### src/rtl/uart_receiver_edge_resync_core_macros.svh
// assertion macros used by the receiver rtl
`ifndef UART_RECEIVER_EDGE_RESYNC_CORE_MACROS_SVH
`define UART_RECEIVER_EDGE_RESYNC_CORE_MACROS_SVH
`ifndef SYNTHESIS
// same-cycle implication, checked outside reset
`define UARTRX_ASSERT_NOW(label, clk, rst, ante, cons, msg) \
   label: assert property (@(posedge clk) disable iff (rst) (ante) |-> (cons)) \
      else $error(msg);
// next-cycle implication, checked outside reset
`define UARTRX_ASSERT_NEXT(label, clk, rst, ante, cons, msg) \
   label: assert property (@(posedge clk) disable iff (rst) (ante) |=> (cons)) \
      else $error(msg);
`else
`define UARTRX_ASSERT_NOW(label, clk, rst, ante, cons, msg)
`define UARTRX_ASSERT_NEXT(label, clk, rst, ante, cons, msg)
`endif
`endif

### src/rtl/uartrx_pkg.sv
package uartrx_pkg;

   localparam int DATA_BITS = 8;
   localparam int CNT_W     = 16;

   // receiver phases: idle, start, data bits lsb first, stop
   typedef enum logic [3:0] {
      PH_IDLE  = 4'd0,
      PH_START = 4'd1,
      PH_D0    = 4'd2,
      PH_D1    = 4'd3,
      PH_D2    = 4'd4,
      PH_D3    = 4'd5,
      PH_D4    = 4'd6,
      PH_D5    = 4'd7,
      PH_D6    = 4'd8,
      PH_D7    = 4'd9,
      PH_STOP  = 4'd10
   } phase_type;

   // beat kinds
   localparam logic CMD_TICK  = 1'b0;
   localparam logic CMD_LEVEL = 1'b1;

   // csr register indexes
   localparam logic [1:0] CSR_HALF_BIT     = 2'd0;
   localparam logic [1:0] CSR_ONE_BIT      = 2'd1;
   localparam logic [1:0] CSR_ONE_HALF_BIT = 2'd2;

   // csr reset values
   localparam logic [CNT_W-1:0] HALF_BIT_RST     = 16'd2;
   localparam logic [CNT_W-1:0] ONE_BIT_RST      = 16'd4;
   localparam logic [CNT_W-1:0] ONE_HALF_BIT_RST = 16'd6;

   typedef struct packed {
      phase_type                phase;
      logic [CNT_W-1:0]         countdown;
      logic                     last_level;
      logic [DATA_BITS-1:0]     shift_byte;
   } rx_state_type;

   typedef struct packed {
      logic [CNT_W-1:0] half_bit;
      logic [CNT_W-1:0] one_bit;
      logic [CNT_W-1:0] one_half_bit;
   } rx_cfg_type;

endpackage

### src/rtl/uart_receiver_edge_resync_core.sv
// 8N1 receiver fed by beats that are either a timer tick or a receive line
// level change. Each beat is a single state update: one beat is taken in
// every clock while req_ready is high, and a completed byte appears on the
// rsp channel in the cycle after the beat that ends the frame, held in a
// one-entry output register. req_ready drops only while that register holds
// a byte that rsp_ready has not taken. Timing registers are written through
// csr_we/csr_index/csr_wdata and take effect for the next beat.
`include "uart_receiver_edge_resync_core_macros.svh"
module uart_receiver_edge_resync_core
   import uartrx_pkg::*;
(
   input  logic                 clock,
   input  logic                 reset,
   input  logic                 csr_we,
   input  logic [1:0]           csr_index,
   input  logic [CNT_W-1:0]     csr_wdata,
   input  logic                 req_valid,
   output logic                 req_ready,
   input  logic                 req_cmd,
   input  logic                 req_line_level,
   output logic                 rsp_valid,
   input  logic                 rsp_ready,
   output logic [DATA_BITS-1:0] rsp_rx_byte
);

   rx_cfg_type           cfg_ff;
   rx_state_type         state_ff;
   rx_state_type         state_in;
   logic                 rsp_valid_ff;
   logic                 rsp_valid_in;
   logic [DATA_BITS-1:0] rsp_byte_ff;
   logic                 emit;
   logic [DATA_BITS-1:0] emit_byte;
   logic                 req_fire;

   assign req_ready = !rsp_valid_ff || rsp_ready;
   assign req_fire  = req_valid && req_ready;

   // timing registers
   always_ff @(posedge clock) begin
      if (reset) begin
         cfg_ff.half_bit     <= HALF_BIT_RST;
         cfg_ff.one_bit      <= ONE_BIT_RST;
         cfg_ff.one_half_bit <= ONE_HALF_BIT_RST;
      end else if (csr_we) begin
         unique case (csr_index)
            CSR_HALF_BIT:     cfg_ff.half_bit     <= csr_wdata;
            CSR_ONE_BIT:      cfg_ff.one_bit      <= csr_wdata;
            CSR_ONE_HALF_BIT: cfg_ff.one_half_bit <= csr_wdata;
            default: ;
         endcase
      end
   end

   uartrx_step u_step (
      .state      (state_ff),
      .cfg        (cfg_ff),
      .cmd        (req_cmd),
      .line_level (req_line_level),
      .state_next (state_in),
      .emit       (emit),
      .emit_byte  (emit_byte)
   );

   // receiver state
   always_ff @(posedge clock) begin
      if (reset) begin
         state_ff.phase      <= PH_IDLE;
         state_ff.countdown  <= '0;
         state_ff.last_level <= 1'b1;
         state_ff.shift_byte <= '0;
      end else if (req_fire) begin
         state_ff <= state_in;
      end
   end

   // result register
   always_comb begin
      rsp_valid_in = rsp_valid_ff && !rsp_ready;
      if (req_fire && emit) begin
         rsp_valid_in = 1'b1;
      end
   end

   always_ff @(posedge clock) begin
      if (reset) begin
         rsp_valid_ff <= 1'b0;
      end else begin
         rsp_valid_ff <= rsp_valid_in;
      end
   end

   always_ff @(posedge clock) begin
      if (req_fire && emit) begin
         rsp_byte_ff <= emit_byte;
      end
   end

   assign rsp_valid   = rsp_valid_ff;
   assign rsp_rx_byte = rsp_byte_ff;

   // checks
   `UARTRX_ASSERT_NOW(a_phase_range, clock, reset, 1'b1, state_ff.phase <= PH_STOP, "phase beyond stop")
   `UARTRX_ASSERT_NEXT(a_emit_shows, clock, reset, req_fire && emit, rsp_valid, "byte lost")
   `UARTRX_ASSERT_NEXT(a_idle_tick, clock, reset, req_fire && req_cmd == CMD_TICK && state_ff.phase == PH_IDLE, $stable(state_ff), "tick changed idle state")
   `UARTRX_ASSERT_NOW(a_stall_cause, clock, reset, !req_ready, rsp_valid_ff && !rsp_ready, "stall without pending byte")
   `UARTRX_ASSERT_NEXT(a_emit_idle, clock, reset, req_fire && emit, state_ff.phase == PH_IDLE, "frame end not idle")

endmodule

### src/rtl/uartrx_step.sv
module uartrx_step
   import uartrx_pkg::*;
(
   input  rx_state_type         state,
   input  rx_cfg_type           cfg,
   input  logic                 cmd,
   input  logic                 line_level,
   output rx_state_type         state_next,
   output logic                 emit,
   output logic [DATA_BITS-1:0] emit_byte
);

   logic [CNT_W-1:0]     cnt_dec;
   logic [DATA_BITS-1:0] shift_new;
   logic [DATA_BITS-1:0] shift_old_lvl;

   assign cnt_dec       = state.countdown - {{(CNT_W-1){1'b0}}, 1'b1};
   assign shift_new     = {line_level, state.shift_byte[DATA_BITS-1:1]};
   assign shift_old_lvl = {state.last_level, state.shift_byte[DATA_BITS-1:1]};

   // one beat of receiver state update
   always_comb begin
      state_next = state;
      emit       = 1'b0;
      emit_byte  = state.shift_byte;
      if (state.phase > PH_STOP) begin
         state_next.phase = PH_IDLE;
      end else if (cmd == CMD_LEVEL) begin
         // level change acts at once
         state_next.last_level = line_level;
         unique case (state.phase)
            PH_IDLE: begin
               if (!line_level) begin
                  state_next.countdown = cfg.half_bit;
                  state_next.phase     = PH_START;
               end
            end
            PH_STOP: begin
               if (line_level) begin
                  state_next.phase = PH_IDLE;
                  emit             = 1'b1;
               end else begin
                  // low in stop restarts the frame
                  state_next.countdown = cfg.half_bit;
                  state_next.phase     = PH_START;
               end
            end
            default: begin
               state_next.shift_byte = shift_new;
               if (state.phase == PH_D7) begin
                  // early stop
                  state_next.phase = PH_IDLE;
                  emit             = 1'b1;
                  emit_byte        = shift_new;
               end else begin
                  state_next.countdown = cfg.one_half_bit;
                  state_next.phase     = phase_type'(state.phase + 4'd1);
               end
            end
         endcase
      end else if (state.phase != PH_IDLE) begin
         // timer tick: count down, sample on expiry
         state_next.countdown = cnt_dec;
         if (cnt_dec == '0) begin
            unique case (state.phase)
               PH_START: begin
                  if (state.last_level) begin
                     state_next.phase = PH_IDLE;
                  end else begin
                     state_next.countdown = cfg.one_bit;
                     state_next.phase     = PH_D0;
                  end
               end
               PH_STOP: begin
                  state_next.phase = PH_IDLE;
                  emit             = state.last_level;
               end
               default: begin
                  state_next.shift_byte = shift_old_lvl;
                  state_next.countdown  = cfg.one_bit;
                  state_next.phase      = phase_type'(state.phase + 4'd1);
               end
            endcase
         end
      end
   end

endmodule

### config.mk
export PLATFORM = sky130hd
export DESIGN_NAME = uart_receiver_edge_resync_core
export DESIGN_NICKNAME = d
export VERILOG_FILES = /design/src/rtl/uartrx_pkg.sv /design/src/rtl/uart_receiver_edge_resync_core.sv /design/src/rtl/uartrx_step.sv
export VERILOG_INCLUDE_DIRS = /design/src /design/src/rtl
export SDC_FILE = /design/constraint.sdc
export NUM_CORES = 1
export LEC_CHECK = 0
export BUFFER_PORTS_ARGS = -buffer_cell sky130_fd_sc_hd__buf_2
export CORE_MARGIN = 2
export CORE_UTILIZATION = 50
export DETAILED_ROUTE_END_ITERATION = 6
export GPL_ROUTABILITY_DRIVEN = 0
export PLACE_DENSITY = 0.68
export SLEW_MARGIN = 30
export SYNTH_ARGS = -nofsm -noshare
export SYNTH_HDL_FRONTEND = slang
export SYNTH_HIERARCHICAL = 1
export SYNTH_SLANG_ARGS = --single-unit
### constraint.sdc
create_clock -name clock -period 6.8 [get_ports clock]
set_clock_uncertainty 0.15 [all_clocks]
set_input_delay 1.36 -clock clock [delete_from_list [all_inputs] [get_ports clock]]
set_output_delay 1.36 -clock clock [all_outputs]
set_load 0.03 [all_outputs]
# After elaboration in Yosys (flattened, before gate mapping)
# Index checks and enable logic that the tools add are counted.
# totals
output_inout_bits	10
wordCells	79
ff_bits	86
in_bits	25
# op_classes
n_mux	32
bitwise	1
addsub	2
n_eq_ne	11
n_lt_le_gt_ge	1
reduce_logical	23
# op_table
op	count
$mux W20	4
$mux W8	9
$mux W16	3
$pmux W20 S2	1
$pmux W16 S2	1
$logic_not A16 Y1	1
$sub A16 B1 Y16 const B	1
$reduce_and A6 Y1	2
$mux W1	9
$eq A4 B4 Y1 const B	2
$mux W4	2
$pmux W4 S2	1
$ne A3 B3 Y1 const B	2
$reduce_and A2 Y1	3
$reduce_bool A3 Y1	2
$add A4 B1 Y4 const B	1
$eq A4 B1 Y1 const B	1
$gt A4 B4 Y1 const B	1
$logic_not A4 Y1	1
$ne A4 B3 Y1 const B	1
$ne A4 B4 Y1 const B	1
$reduce_and A4 Y1	1
$reduce_bool A2 Y1	2
$reduce_bool A4 Y1	1
other kinds (13)	17

# Logic depth before layout (Yosys ltp)
# logic_depth
depth_word	8
ltp_mapped	13
depth_no_buf	10

# Modules after synthesis
# The synthesis kept the hierarchy.
# modules_own_cells
mod	area_each_um2	cells_each	n_inst	seq_area_each_um2
uart_receiver_edge_resync_core	3221.8	356	1	1801.7
uartrx_step	2037.0	299	1	0.0

# Worst setup path before layout
# OpenSTA, ideal clock, no wires.
# synth_timing
path_type	input-to-output
start	input port rsp_ready
end	output port req_ready
arrival_ns	1.934
path_stages	2
required_ns	5.290
path_buffers	1
slack_ns	3.356
path_cell_list	nand2b_4 -> clkbuf_1
# synth_between
elab_chain_cells	1
# synth_lines
element	line	rtl
from (decl)	uart_receiver_edge_resync_core.sv:22	input logic rsp_ready,
$logic_or A1 B1 Y1	uart_receiver_edge_resync_core.sv:36	assign req_ready = !rsp_valid_ff || rsp_ready;
to (decl)	uart_receiver_edge_resync_core.sv:18	output logic req_ready,
# Every way passes these cells.

# Worst setup path in the final report
# layout_timing
start	register state_ff[10] in the netlist's numbering
end	register rsp_byte_ff[1], in the netlist rsp_rx_byte[1], enable pin
# layout_between
elab_chain_cells	7
# layout_lines
element	line	rtl
from (decl)	uart_receiver_edge_resync_core.sv:27	rx_state_type state_ff;
from (signal assigned)	uart_receiver_edge_resync_core.sv:73	state_ff <= state_in;
$sub A16 B1 Y16	uartrx_step.sv:17	assign cnt_dec = state.countdown - {{(CNT_W-1){1'b0}}, 1'b1};
$logic_not A16 Y1	uartrx_step.sv:64	if (cnt_dec == '0) begin
$mux W1	uartrx_step.sv:64	
$mux W1	uartrx_step.sv:61	end else if (state.phase != PH_IDLE) begin
$mux W1	uartrx_step.sv:28	end else if (cmd == CMD_LEVEL) begin
$mux W1	uartrx_step.sv:26	if (state.phase > PH_STOP) begin
net emit	uart_receiver_edge_resync_core.sv:32	logic emit;
$logic_and A1 B1 Y1	uart_receiver_edge_resync_core.sv:94	if (req_fire && emit) begin
to (signal assigned)	uart_receiver_edge_resync_core.sv:95	rsp_byte_ff <= emit_byte;
to (decl)	uart_receiver_edge_resync_core.sv:31	logic [DATA_BITS-1:0] rsp_byte_ff;
# The timed path passes the listed nets, and every way through them passes these cells.
# A chain may end at the register's enable or synchronous reset.

==> metrics.cfg <==
[synth]
ys_seq_area_share_pct=34.3
synth-edff-count=8
synth_ff_type=dfxtp_1
avgSynthCellArea_um2=8.03
synth-seq-cells=86
syn_inst=655
synth_area_um2=5260
yosys.cell_types.count=78
synth-async-reset-ratio_pct=0
syn-num-nets=686
synth_warnings=6

[floorplanning]
coreArea_um2=10300
fp-row-count=37
fp.dieW_um=107
start_util_pct=51.2
die_y_um=107
io_pins=35
die_area_um2=11400

[route]
ant_nets=0
firstDrtPassIters=6
vias=4973
drcViolationCount=0
routedWlPerCell_um=18.3
routed_wl_um=14500
drt_iter0_markers=648
viasPerCell=6.29

[clock_network]
cts_resized=0
clk_latency_ps=360
cts_hold_buf=0
numCtsBuffers=9
clk_pin_slew_worst_paths_ps=100
clockRootBuffer=clkbuf_8
clock_path_buffers=2
htree_levels=3
tritoncts=yes
post-cts-setup-buffers=0
cts_sinks=86

[min_path]
min_path_cells=2
holdCritStartpoint=cfg_ff[40]$_SDFFE_PP0P_
hold_end=cfg_ff[40]$_SDFFE_PP0P_
hold_path.class=reg2reg

[run_status]
outcome=completed

[timing]
min_period_over_period_pct=54.1
drv_slew=0
fin_crit_ps=3680
slew_headroom_pct=38.6
setup_violations=0
tightest_slew_ps=920
fin_setup_tns_ps=0
max_freq_ghz=0.272
hold_violations=0
grt_setup_unrepaired=no

[pwr]
total_power_w=0.00122
vdd_ir_drop_max_mv=0.133
p_per_area_nw_per_um2=220
leakage_nw=1.98

[grt]
grt_pass1_vias=4508
antenna_found_initial=0
grt_pass1_wl_um=23400
overflow=0
grt_start_max_net_pins=110
grt_usage_pct=25.8

[finish]
n_antenna_cell=0
areaGrowthSynthToFinish_pct=5.83
finish.net_count=680
fin_area_um2=5570
drive_above_1_share_pct=14.4

[setup_path]
reg2reg_depth=10
rr_endpoint=rsp_rx_byte[1]$_DFFE_PP_
cp.arrival_ps=3530
timing.reg2reg.setup_slack_ps=3120
r2r_start=state_ff[10]$_SDFFE_PP0P_
setup.worst_path.start_class=register
cp_max_fo=12
setup.worst_path.class=reg2reg
cp.required_ps=6650
critPathCaptureType=register

[job]
max-cap-violations=0

[placed_design]
placed_area_um2=5320
numPortBuffers=34
dpl.hpwl_um=9950

[placed cells by master (no fill, tap or decap), types with 19 or more instances in the layout]
master and count:
nand3_1 25, nand2b_1 30, nand2_1 119, o21ai_0 47
dfxtp_1 78, nand4b_1 28, a21oi_1 57, nor2_1 29
mux2_2 19, buf_2 34
[state kept, by name, indices dropped and copies added, names as in the netlist]
signal       flops
rsp_rx_byte      8
rsp_valid        1
state_ff        29
cfg_ff          48
[per-layer routing]
layer	global-route usage (%)	up-vias	share of wire [%]
li1	-	2358	-
met1	36.1	2300	43
met2	40.6	266	45
met3	3.74	49	8.9
met4	9.18	0	3.0
met5	0	-	0
[cells in the mapped netlist (4+ instances only)]
master     number  area (um2)
a31oi_1         5        31.3
a221o_1         4        40.0
nand2_1       119         447
nor2_1         29         109
nand2b_1       30         188
a22oi_1        11        82.6
edfxtp_1        8         240
clkbuf_1       27         101
o2bb2ai_1       4        35.0
a21oi_1        57         285
ha_1            6        75.1
or3_1           4        25.0
buf_2          11        55.1
inv_1          10        37.5
buf_4           8        60.1
nor2b_1         5        31.3
mux2_2         19         214
nor3_1         11        55.1
dfxtp_1        78        1560
nand4b_1       28         245
nor4_1          6        37.5
a22o_1          4        35.0
o21ai_0        47         235
xor2_1          5        43.8
o31ai_1         4        30.0
o221ai_1        4        35.0
nor3b_1         6        45.0
nand3_1        25         125
buf_6           8        90.1
o22ai_1         4        25.0
[power by group]
| group | leakage (nW) | internal [W] | switching, W |
|---|---|---|---|
| logic | 1.14 | 0.0000930 | 0.000145 |
| registers | 0.719 | 0.000526 | 0.0000225 |
| clock network | 0.123 | 0.000235 | 0.000203 |
| total | 1.98 | 0.000854 | 0.000371 |
[cell type report]
class / instances / area [um2]
Inverter: 10 / 37.5
Multi-Input combinational cell: 504 / 3110
Clock inverter: 6 / 95.1
Clock buffer: 10 / 149
Sequential cell: 86 / 1800
Timing Repair Buffer: 38 / 204
Fill cell: 988 / 4710
Tap cell: 136 / 170
[critical path, stage by stage (launching register included)]
cell,delay (ps)
dfxtp_1,390
inv_1,140
ha_1,330
or3b_2,510
o31ai_1,240
and3_4,260
and3_4,310
nand3_1,110
a21oi_1,180
nand2_1,100
nor2b_1,580
[per-stage QoR]
step / util [%] / instances / worst slack, ps / hold slack (ps)
after floorplan: - / 655 / 3360 / 284
after global placement: 51.7 / 773 / 3230 / 292
after detailed placement: 51.8 / 774 / 3180 / 297
after CTS: 54.2 / 790 / 3140 / 310
after global routing: 54.2 / 790 / 2910 / 332
final: 54.2 / 790 / 3120 / 306
[logic make-up after synthesis]
group / count (synthesis) / share of synthesized area, %
buf+inv: 65 / 6.64
xor+xnor: 7 / 1.17
fa+ha+maj: 6 / 1.43
flops: 86 / 34.3
simple gates: 293 / 30.3
mux: 21 / 4.45
compound gates: 177 / 21.8
[worst max-delay path by stage]
stage / from / endpoint / slack (ps) / cells after the start
after floorplan: rsp_ready / req_ready / 3360 / 2
after global placement: rsp_ready / req_ready / 3230 / 3
after detailed placement: state_ff[10]$_SDFFE_PP0P_ / rsp_rx_byte[5]$_DFFE_PP_ / 3180 / 10
after CTS: state_ff[10]$_SDFFE_PP0P_ / rsp_rx_byte[7]$_DFFE_PP_ / 3140 / 10
after global routing: state_ff[10]$_SDFFE_PP0P_ / rsp_rx_byte[7]$_DFFE_PP_ / 2910 / 10
final: state_ff[10]$_SDFFE_PP0P_ / rsp_rx_byte[1]$_DFFE_PP_ / 3120 / 10
Note: power is estimated with default switching activity, not from simulation.
